`src/rtl/core/dgt_pkg.sv`:
```
// Package for the depth grid triangulator: shared widths, codes and the
// structs that pass between the core and its cell emitter. No dependencies.
`default_nettype none

package dgt_pkg;

	// Field widths fixed by the interface
	localparam int IDX_W      = 20;
	localparam int CNT_W      = 21;
	localparam int DEPTH_W    = 16;
	localparam int SIZE_W     = 11;
	localparam int CFG_IDX_W  = 2;
	localparam int CFG_DATA_W = 16;

	// Configuration register indexes
	localparam logic [CFG_IDX_W-1:0] REG_GRID_WIDTH  = 2'd0;
	localparam logic [CFG_IDX_W-1:0] REG_GRID_HEIGHT = 2'd1;
	localparam logic [CFG_IDX_W-1:0] REG_THRESHOLD   = 2'd2;

	// Reset values of the configuration registers
	localparam logic [SIZE_W-1:0]  RST_GRID_WIDTH  = 11'd640;
	localparam logic [SIZE_W-1:0]  RST_GRID_HEIGHT = 11'd360;
	localparam logic [DEPTH_W-1:0] RST_THRESHOLD   = 16'd1;

	// Result kinds
	localparam logic KIND_TRI = 1'b0;
	localparam logic KIND_SUM = 1'b1;

	// One accepted sample, as handed to the cell emitter
	typedef struct packed {
		logic [IDX_W-1:0] tl_idx;      // top-left vertex index of the closed cell
		logic [IDX_W-1:0] w_idx;       // row width, for the index adds
		logic             closes_cell; // sample closes a cell
		logic             v_tl;        // top-left corner valid
		logic             v_bl;        // bottom-left corner valid
		logic             v_cur;       // this sample valid (bottom-right)
		logic             frame_end;   // last sample of the frame
	} dgt_item_t;

	// One result item
	typedef struct packed {
		logic             kind;
		logic [IDX_W-1:0] vertex_a;
		logic [IDX_W-1:0] vertex_b;
		logic [IDX_W-1:0] vertex_c;
		logic [CNT_W-1:0] face_count;
		logic             last;
	} dgt_result_t;

endpackage

`default_nettype wire

```
`src/rtl/core/dgt_line_store.sv`:
```
// Line store: one valid flag per column of the previous row.
// Synchronous memory, read-before-write, registered read. No dependencies.
`default_nettype none

module dgt_line_store #(
	parameter int DEPTH = 1024
) (
	input  wire logic                     clk,
	input  wire logic                     en,
	input  wire logic [$clog2(DEPTH)-1:0] addr,
	input  wire logic                     wdata,
	output logic                          rdata
);

	logic mem [DEPTH];
	logic rdata_q;

	// Read the old flag and store the new one at the same column
	always_ff @(posedge clk) begin
		if (en) begin
			rdata_q   <= mem[addr];
			mem[addr] <= wdata;
		end
	end

	assign rdata = rdata_q;

endmodule

`default_nettype wire

```
`src/rtl/core/dgt_cell_emit.sv`:
```
// Cell emitter: holds one sample, issues its triangles and the frame summary
// one per cycle into the output register unless the output stalls. Depends on dgt_pkg.
`default_nettype none

module dgt_cell_emit (
	input  wire logic               clk,
	input  wire logic               arst_n,
	input  wire logic               load,
	input  wire dgt_pkg::dgt_item_t item,
	input  wire logic               top_right,
	output logic                    ready,
	output logic                    out_valid,
	input  wire logic               out_stall,
	output dgt_pkg::dgt_result_t    result
);

	import dgt_pkg::*;

	logic        s1_valid_q;
	dgt_item_t   item_s1;
	logic [1:0]  sent_q;
	logic        out_valid_q;
	dgt_result_t res_q;
	logic [CNT_W-1:0] tot_q;

	logic        face1_ok, face2_ok, pend1, pend2, pend_sum, has;
	logic        out_free, emit, done;
	logic [IDX_W-1:0] tl_i, tr_i, bl_i, br_i;
	dgt_result_t nxt;

	// Pick the next result of the held sample
	always_comb begin
		face1_ok = item_s1.closes_cell & item_s1.v_tl & item_s1.v_bl & top_right;
		face2_ok = item_s1.closes_cell & item_s1.v_bl & item_s1.v_cur & top_right;
		pend1    = face1_ok & ~sent_q[0];
		pend2    = face2_ok & ~sent_q[1];
		pend_sum = item_s1.frame_end;
		has      = pend1 | pend2 | pend_sum;
		out_free = ~out_valid_q | ~out_stall;
		emit     = s1_valid_q & has & out_free;

		tl_i = item_s1.tl_idx;
		tr_i = tl_i + IDX_W'(1);
		bl_i = tl_i + item_s1.w_idx;
		br_i = bl_i + IDX_W'(1);

		nxt = '0;
		if (pend1) begin
			nxt.kind       = KIND_TRI;
			nxt.vertex_a   = tl_i;
			nxt.vertex_b   = bl_i;
			nxt.vertex_c   = tr_i;
			nxt.face_count = tot_q + CNT_W'(1);
			nxt.last       = ~(pend2 | pend_sum);
		end else if (pend2) begin
			nxt.kind       = KIND_TRI;
			nxt.vertex_a   = bl_i;
			nxt.vertex_b   = br_i;
			nxt.vertex_c   = tr_i;
			nxt.face_count = tot_q + CNT_W'(1);
			nxt.last       = ~pend_sum;
		end else begin
			nxt.kind       = KIND_SUM;
			nxt.face_count = tot_q;
			nxt.last       = 1'b1;
		end

		done  = s1_valid_q & (~has | (emit & nxt.last));
		ready = ~s1_valid_q | done;
	end

	// Hold the sample until its last result is issued
	always_ff @(posedge clk or negedge arst_n) begin
		if (!arst_n) begin
			s1_valid_q  <= 1'b0;
			sent_q      <= '0;
			out_valid_q <= 1'b0;
			tot_q       <= '0;
		end else begin
			if (load)
				s1_valid_q <= 1'b1;
			else if (done)
				s1_valid_q <= 1'b0;

			if (load)
				sent_q <= '0;
			else if (emit && pend1)
				sent_q[0] <= 1'b1;
			else if (emit && pend2)
				sent_q[1] <= 1'b1;

			if (emit)
				out_valid_q <= 1'b1;
			else if (!out_stall)
				out_valid_q <= 1'b0;

			// Count faces; restart after the summary
			if (emit) begin
				if (nxt.kind == KIND_SUM)
					tot_q <= '0;
				else
					tot_q <= tot_q + CNT_W'(1);
			end
		end
	end

	// Payload registers
	always_ff @(posedge clk) begin
		if (load)
			item_s1 <= item;
		if (emit)
			res_q <= nxt;
	end

	assign out_valid = out_valid_q;
	assign result    = res_q;

endmodule

`default_nettype wire

```
`src/rtl/core/depth_grid_triangulator_core.sv`:
```
// Top level of the depth grid triangulator: configuration, raster counters,
// line store and cell emitter. Depends on dgt_pkg, dgt_line_store, dgt_cell_emit.
//
//   channel   direction  handshake            payload
//   in        sink       in_valid / in_stall  depth
//   out       source     out_valid / out_stall kind, vertex_a/b/c, face_count, last
//   cfg       sink       cfg_we               cfg_index, cfg_data
//
// A sample stalls the input until its last result is issued; the single
// output register issues one result per cycle while out_stall is low. The
// next sample is taken while the last result waits. The line store is read
// and written in the cycle a sample is taken.
// Reset clears counters and control; the line store is not cleared.
// A stall on the output holds the result register and then the input.
`default_nettype none

module depth_grid_triangulator_core #(
	parameter int MAX_WIDTH  = 1024,
	parameter int MAX_HEIGHT = 1024
) (
	input  wire logic                               clk,
	input  wire logic                               arst_n,
	input  wire logic                               in_valid,
	output logic                                    in_stall,
	input  wire logic [dgt_pkg::DEPTH_W-1:0]        depth,
	output logic                                    out_valid,
	input  wire logic                               out_stall,
	output logic                                    kind,
	output logic [dgt_pkg::IDX_W-1:0]               vertex_a,
	output logic [dgt_pkg::IDX_W-1:0]               vertex_b,
	output logic [dgt_pkg::IDX_W-1:0]               vertex_c,
	output logic [dgt_pkg::CNT_W-1:0]               face_count,
	output logic                                    last,
	input  wire logic                               cfg_we,
	input  wire logic [dgt_pkg::CFG_IDX_W-1:0]      cfg_index,
	input  wire logic [dgt_pkg::CFG_DATA_W-1:0]     cfg_data
);

	import dgt_pkg::*;

	localparam int CW = $clog2(MAX_WIDTH);
	localparam int RW = $clog2(MAX_HEIGHT);
	localparam int WW = $clog2(MAX_WIDTH + 1);
	localparam int HW = $clog2(MAX_HEIGHT + 1);
	localparam int PW = RW + WW;

	logic [SIZE_W-1:0]  gw_q, gh_q;
	logic [DEPTH_W-1:0] thr_q;
	logic [CW-1:0]      col_q;
	logic [RW-1:0]      row_q;
	logic               left_q;
	logic               diag_clr_q;

	logic [WW-1:0]      w;
	logic [HW-1:0]      h;
	logic               accept, ready, cur, row_end, frame_end, top_right;
	logic [RW-1:0]      row_m1;
	logic [PW-1:0]      prod;
	dgt_item_t          item;
	dgt_result_t        result;

	// Configuration writes
	always_ff @(posedge clk or negedge arst_n) begin
		if (!arst_n) begin
			gw_q  <= RST_GRID_WIDTH;
			gh_q  <= RST_GRID_HEIGHT;
			thr_q <= RST_THRESHOLD;
		end else if (cfg_we) begin
			case (cfg_index)
				REG_GRID_WIDTH:  gw_q  <= cfg_data[SIZE_W-1:0];
				REG_GRID_HEIGHT: gh_q  <= cfg_data[SIZE_W-1:0];
				REG_THRESHOLD:   thr_q <= cfg_data;
				default:         ;
			endcase
		end
	end

	// Clamp the grid size and classify the sample
	always_comb begin
		if (32'(gw_q) < 32'd2)
			w = WW'(2);
		else if (32'(gw_q) > 32'(MAX_WIDTH))
			w = WW'(MAX_WIDTH);
		else
			w = WW'(gw_q);

		if (32'(gh_q) < 32'd2)
			h = HW'(2);
		else if (32'(gh_q) > 32'(MAX_HEIGHT))
			h = HW'(MAX_HEIGHT);
		else
			h = HW'(gh_q);

		cur       = depth >= thr_q;
		row_end   = 32'(col_q) >= 32'(w) - 32'd1;
		frame_end = row_end && (32'(row_q) >= 32'(h) - 32'd1);
		accept    = in_valid & ready;

		// Top-left index of the closed cell
		row_m1 = row_q - RW'(1);
		prod   = PW'(row_m1) * PW'(w);

		item.tl_idx      = IDX_W'(prod) + IDX_W'(col_q) - IDX_W'(1);
		item.w_idx       = IDX_W'(w);
		item.closes_cell = (row_q != '0) && (col_q != '0);
		item.v_tl        = ~diag_clr_q & top_right;
		item.v_bl        = left_q;
		item.v_cur       = cur;
		item.frame_end   = frame_end;
	end

	// Advance the raster position on each transfer
	always_ff @(posedge clk or negedge arst_n) begin
		if (!arst_n) begin
			col_q      <= '0;
			row_q      <= '0;
			left_q     <= 1'b0;
			diag_clr_q <= 1'b1;
		end else if (accept) begin
			if (frame_end) begin
				col_q      <= '0;
				row_q      <= '0;
				left_q     <= 1'b0;
				diag_clr_q <= 1'b1;
			end else if (row_end) begin
				col_q      <= '0;
				row_q      <= row_q + RW'(1);
				left_q     <= 1'b0;
				diag_clr_q <= 1'b1;
			end else begin
				col_q      <= col_q + CW'(1);
				left_q     <= cur;
				diag_clr_q <= 1'b0;
			end
		end
	end

	dgt_line_store #(
		.DEPTH (MAX_WIDTH)
	) u_line_store (
		.clk   (clk),
		.en    (accept),
		.addr  (col_q),
		.wdata (cur),
		.rdata (top_right)
	);

	dgt_cell_emit u_cell_emit (
		.clk       (clk),
		.arst_n    (arst_n),
		.load      (accept),
		.item      (item),
		.top_right (top_right),
		.ready     (ready),
		.out_valid (out_valid),
		.out_stall (out_stall),
		.result    (result)
	);

	assign in_stall   = ~ready;
	assign kind       = result.kind;
	assign vertex_a   = result.vertex_a;
	assign vertex_b   = result.vertex_b;
	assign vertex_c   = result.vertex_c;
	assign face_count = result.face_count;
	assign last       = result.last;

endmodule

`default_nettype wire

```
`config.mk`:
```
export PLATFORM = sky130hd
export DESIGN_NAME = depth_grid_triangulator_core
export DESIGN_NICKNAME = d
export VERILOG_FILES = /design/src/rtl/core/dgt_pkg.sv /design/src/rtl/core/dgt_line_store.sv /design/src/rtl/core/dgt_cell_emit.sv /design/src/rtl/core/depth_grid_triangulator_core.sv
export SDC_FILE = /design/constraint.sdc
export NUM_CORES = 2
export LEC_CHECK = 0
export ABC_AREA = 0
export ABC_CLOCK_PERIOD_IN_PS = 51200
export BUFFER_PORTS_ARGS = -buffer_cell sky130_fd_sc_hd__buf_2
export CORE_UTILIZATION = 55
export CTS_BUF_LIST = sky130_fd_sc_hd__clkbuf_8
export CTS_CLUSTER_DIAMETER = 30
export DETAILED_ROUTE_END_ITERATION = 10
export PLACE_DENSITY = 0.71
export SLEW_MARGIN = 20
export SYNTH_ARGS = -nofsm -noshare
export SYNTH_HDL_FRONTEND = slang
export SYNTH_SLANG_ARGS = --single-unit
```
`constraint.sdc`:
```
create_clock -name clk -period 51.2 [get_ports clk]
set_clock_uncertainty 0.2 [all_clocks]
set_input_delay 10.24 -clock clk [delete_from_list [all_inputs] [get_ports clk]]
set_output_delay 10.24 -clock clk [all_outputs]
set_load 0.05 [all_outputs]
```
==> impl_metrics.sql <==
INSERT INTO impl_metrics (metric_group, metric, value, unit) VALUES
('outcome', 'status', 'complete, no violations', ''),
('synth', 'syn-num-nets', '5064', ''),
('timing', 'timing_max_transition_violations_final', '0', ''),
('synth', 'synth_mux_area_frac', '0.0990', ''),
('routing', 'wl_per_cell', '24.7', 'microns'),
('routing', 'dr_vias', '40300', ''),
('synth', 'synth_top_family_by_area', 'simple AND/OR/NAND/NOR gates', ''),
('placement', 'dpl_worst_slack', '29.61', 'ns'),
('routing', 'post-route-drc-count', '0', ''),
('power', 'total_power_per_unit_cell_area', '59.9', 'nW/um^2'),
('hold_path', 'holdPathStages', '0', ''),
('clocking', 'cts_made_buffers', '276', ''),
('placement', 'buffer_ports.inserted', '123', ''),
('grt', 'gr-total-overflow', '0', ''),
('synth', 'synth.ff_latch_count', '1229', ''),
('worst_setup_path', 'crit_required', '40.76', 'ns'),
('synth', 'synth-async-reset-ratio', '0.0692', ''),
('die', 'std_cell_rows', '120', ''),
('final_layout', 'final_nets', '5209', ''),
('synth', 'synth-seq-area-share', '0.615', ''),
('timing', 'slew_headroom', '0.196', ''),
('die', 'floorplan.core_area', '107000', 'sq um'),
('worst_setup_path', 'worst_setup_path_start_kind', 'input port', ''),
('worst_setup_path', 'regToRegEndpoint', 'u_cell_emit.tl_i[19]$_DFFE_PP_', ''),
('final_layout', 'finish.instance_area', '66800', 'sq um'),
('worst_setup_path', 'path_max_fanout', '3', ''),
('worst_setup_path', 'critical_path.startpoint', 'out_stall', ''),
('synth', 'synth_cell_types', '87', ''),
('clocking', 'postCtsSetupBuffers', '0', ''),
('hold_path', 'whs_endpoint', 'u_cell_emit.item_s1[2]$_DFFE_PP_', ''),
('clocking', 'cts-root-to-sink-buffers', '4', ''),
('die', 'dieArea', '109000', 'sq um'),
('placement', 'placed_area', '61200', 'sq um'),
('worst_setup_path', 'critPathSlowestCell', 'sky130_fd_sc_hd__buf_2', ''),
('grt', 'antenna_found_initial', '4', ''),
('power', 'totalPowerFinal', '0.00400', 'W'),
('hold_path', 'worstHoldPathType', 'register to register', ''),
('timing', 'worstMarginPinSlew', '1.20', 'ns'),
('worst_setup_path', 'crit_path_end_kind', 'output port', ''),
('die', 'die-width', '330', 'microns'),
('final_layout', 'area_growth_syn_to_layout', '12.6', '%'),
('synth', 'avgSynthCellArea', '12.3', 'sq um'),
('worst_setup_path', 'critical_path.top_delay_family', 'buffers and inverters', ''),
('clocking', 'cts-hold-fix-buffers', '0', ''),
('routing', 'avgViaCountPerCell', '6.15', ''),
('placement', 'gp_routability_congestion', '0.875', ''),
('routing', 'drt_pass1_iterations', '7', ''),
('timing', 'setup_violations', '0', ''),
('die', 'io-pin-count', '124', ''),
('flow_run', 'drv_cap', '0', ''),
('clocking', 'clk_pin_slew_worst_paths', '0.06', 'ns'),
('synth', 'dominantRegCellSynth', 'sky130_fd_sc_hd__edfxtp_1', ''),
('worst_setup_path', 'critical_path.cell_chain', 'buf_2, and2_1, a41oi_1, o21bai_1, and2_1, buf_2', ''),
('clocking', 'tritoncts_num_sinks', '1229', ''),
('worst_setup_path', 'timing.critical_path.depth', '6', ''),
('power', 'ir_worst_vdd', '0.0000691', 'V'),
('timing', 'post_route_clock_period_utilization', '0.422', ''),
('synth', 'synthAdderAreaFrac', '0.0539', ''),
('clocking', 'root_buffer', 'sky130_fd_sc_hd__clkbuf_8', ''),
('timing', 'grt_setup_unrepaired', 'no', ''),
('placement', 'place_hpwl', '91800', 'microns'),
('synth', 'yosys_warnings', '0', ''),
('worst_setup_path', 'cp_num_buf_inv', '2', ''),
('timing', 'layout_setup_ws', '29.62', 'ns'),
('timing', 'clock.fmax', '46.3', 'MHz'),
('timing', 'timing_hold_violations_final', '0', ''),
('grt', 'grt_max_degree', '247', ''),
('power', 'leakagePower', '23.4', 'nW'),
('clocking', 'resize_count_post_cts', '0', ''),
('synth', 'syn-cell-area', '59300', 'sq um'),
('worst_setup_path', 'critical-path-max-stage-delay', '0.21', 'ns');
[cell usage after synthesis, types with 24 or more instances]
cell                       instances  area share
sky130_fd_sc_hd__dfrtp_1          77       0.032
sky130_fd_sc_hd__nand2_1         259       0.016
sky130_fd_sc_hd__a21oi_1          58      0.0049
sky130_fd_sc_hd__o22ai_1         177       0.019
sky130_fd_sc_hd__inv_1           177       0.011
sky130_fd_sc_hd__buf_2            48      0.0041
sky130_fd_sc_hd__ha_1            113       0.024
sky130_fd_sc_hd__nor4_1           44      0.0046
sky130_fd_sc_hd__nand2b_1         29      0.0031
sky130_fd_sc_hd__nor2_1         1193       0.075
sky130_fd_sc_hd__clkbuf_1        286       0.018
sky130_fd_sc_hd__xnor2_1          66      0.0097
sky130_fd_sc_hd__fa_1             89       0.030
sky130_fd_sc_hd__mux2_2           38      0.0072
sky130_fd_sc_hd__o21ai_0          85      0.0072
sky130_fd_sc_hd__buf_4            24      0.0030
sky130_fd_sc_hd__nand3_1          73      0.0062
sky130_fd_sc_hd__mux2i_1         360       0.061
sky130_fd_sc_hd__edfxtp_1       1144        0.58
sky130_fd_sc_hd__xor2_1           37      0.0055
sky130_fd_sc_hd__nor3_1           39      0.0033
sky130_fd_sc_hd__mux4_2           81       0.031
[how the worst max path moves through the flow]
| stage | end |
|---|---|
| after floorplan | u_cell_emit.item_s1[1]$_DFFE_PP_ |
| after global placement | in_stall |
| after detailed placement | in_stall |
| after CTS | in_stall |
| after global routing | in_stall |
| final | in_stall |
[where the power goes]
part | switching, W | internal, W | total, W
logic | 0.000988 | 0.000585 | 0.00157
clock network | 0.000443 | 0.000669 | 0.00111
registers | 0.0000533 | 0.00126 | 0.00132
total | 0.00148 | 0.00252 | 0.00400
[layout make-up]
cell class | instances | area (sq um)
Tap cell | 1403 | 1760
Clock inverter | 181 | 1650
Fill cell | 8178 | 40300
Inverter | 188 | 708
Multi-Input combinational cell | 3039 | 20800
Sequential cell | 1229 | 36500
Clock buffer | 285 | 3920
Timing Repair Buffer | 234 | 1470
Antenna cell | 1 | 2.50
[placed cells by master (no fill, tap or decap), types with 16 or more instances in the layout]
cell,netlist,routed
sky130_fd_sc_hd__fa_1,89,89
sky130_fd_sc_hd__nor4_1,44,44
sky130_fd_sc_hd__clkinv_1,8,52
sky130_fd_sc_hd__and3_1,20,20
sky130_fd_sc_hd__nor3_1,39,38
sky130_fd_sc_hd__xnor2_1,66,66
sky130_fd_sc_hd__and2_1,16,16
sky130_fd_sc_hd__buf_2,48,122
sky130_fd_sc_hd__a21o_1,21,21
sky130_fd_sc_hd__nand2_2,1,42
sky130_fd_sc_hd__ha_1,113,113
sky130_fd_sc_hd__nand3_1,73,68
sky130_fd_sc_hd__a21oi_1,58,58
sky130_fd_sc_hd__nand2b_1,29,29
sky130_fd_sc_hd__nand2_1,259,216
sky130_fd_sc_hd__mux2_2,38,38
sky130_fd_sc_hd__xor2_1,37,37
sky130_fd_sc_hd__o22ai_1,177,177
sky130_fd_sc_hd__dfrtp_1,77,75
sky130_fd_sc_hd__mux4_2,81,81
sky130_fd_sc_hd__a22oi_1,21,21
sky130_fd_sc_hd__nand4_1,17,17
sky130_fd_sc_hd__inv_1,177,215
sky130_fd_sc_hd__clkinv_2,0,37
sky130_fd_sc_hd__nor2_1,1193,1193
sky130_fd_sc_hd__buf_4,24,110
sky130_fd_sc_hd__edfxtp_1,1144,1144
sky130_fd_sc_hd__clkinvlp_4,0,24
sky130_fd_sc_hd__bufinv_16,0,30
sky130_fd_sc_hd__clkbuf_8,0,285
sky130_fd_sc_hd__o21ai_0,85,85
sky130_fd_sc_hd__mux2i_1,360,360
[stage by stage]
| stage | hold slack [ns] | std cells |
|---|---|---|
| floorplan | 0.225 | 4823 |
| global placement | 0.269 | 6093 |
| detailed placement | 0.274 | 6093 |
| CTS | 0.293 | 6559 |
| global route | 0.292 | 6560 |
| finish | 0.292 | 6560 |
[state kept, by name (all words and copies together) (netlist names), 10 cells and up]
| register | count |
|---|---|
| gh_q | 11 |
| u_line_store.mem | 1024 |
| gw_q | 11 |
| u_cell_emit.item_s1 | 15 |
| u_cell_emit.tot_q | 21 |
| u_cell_emit.tl_i | 20 |
| thr_q | 16 |
| row_q | 10 |
| col_q | 10 |
| u_cell_emit.result | 83 |
[cell families (layout without fill, tap and decap cells)]
| group | Yosys count | count (layout) |
|---|---|---|
| and+or+nand+nor | 1769 | 1769 |
| adders and majority gates | 202 | 202 |
| AOI/OAI and AO/OA | 485 | 485 |
| other | 0 | 1 |
| muxes | 480 | 480 |
| buffers and inverters | 555 | 888 |
| DFF | 1229 | 1229 |
| xor gates and xnor gates | 103 | 103 |
[metal layers]
layer	global-route usage	up-vias	routed length, microns
met5	0	-	25
met4	0.133	4	6580
met3	0.0532	469	17300
met2	0.496	2274	78900
met1	0.381	20000	59400
li1	-	17600	-
Power figures use the tool's default switching activity.
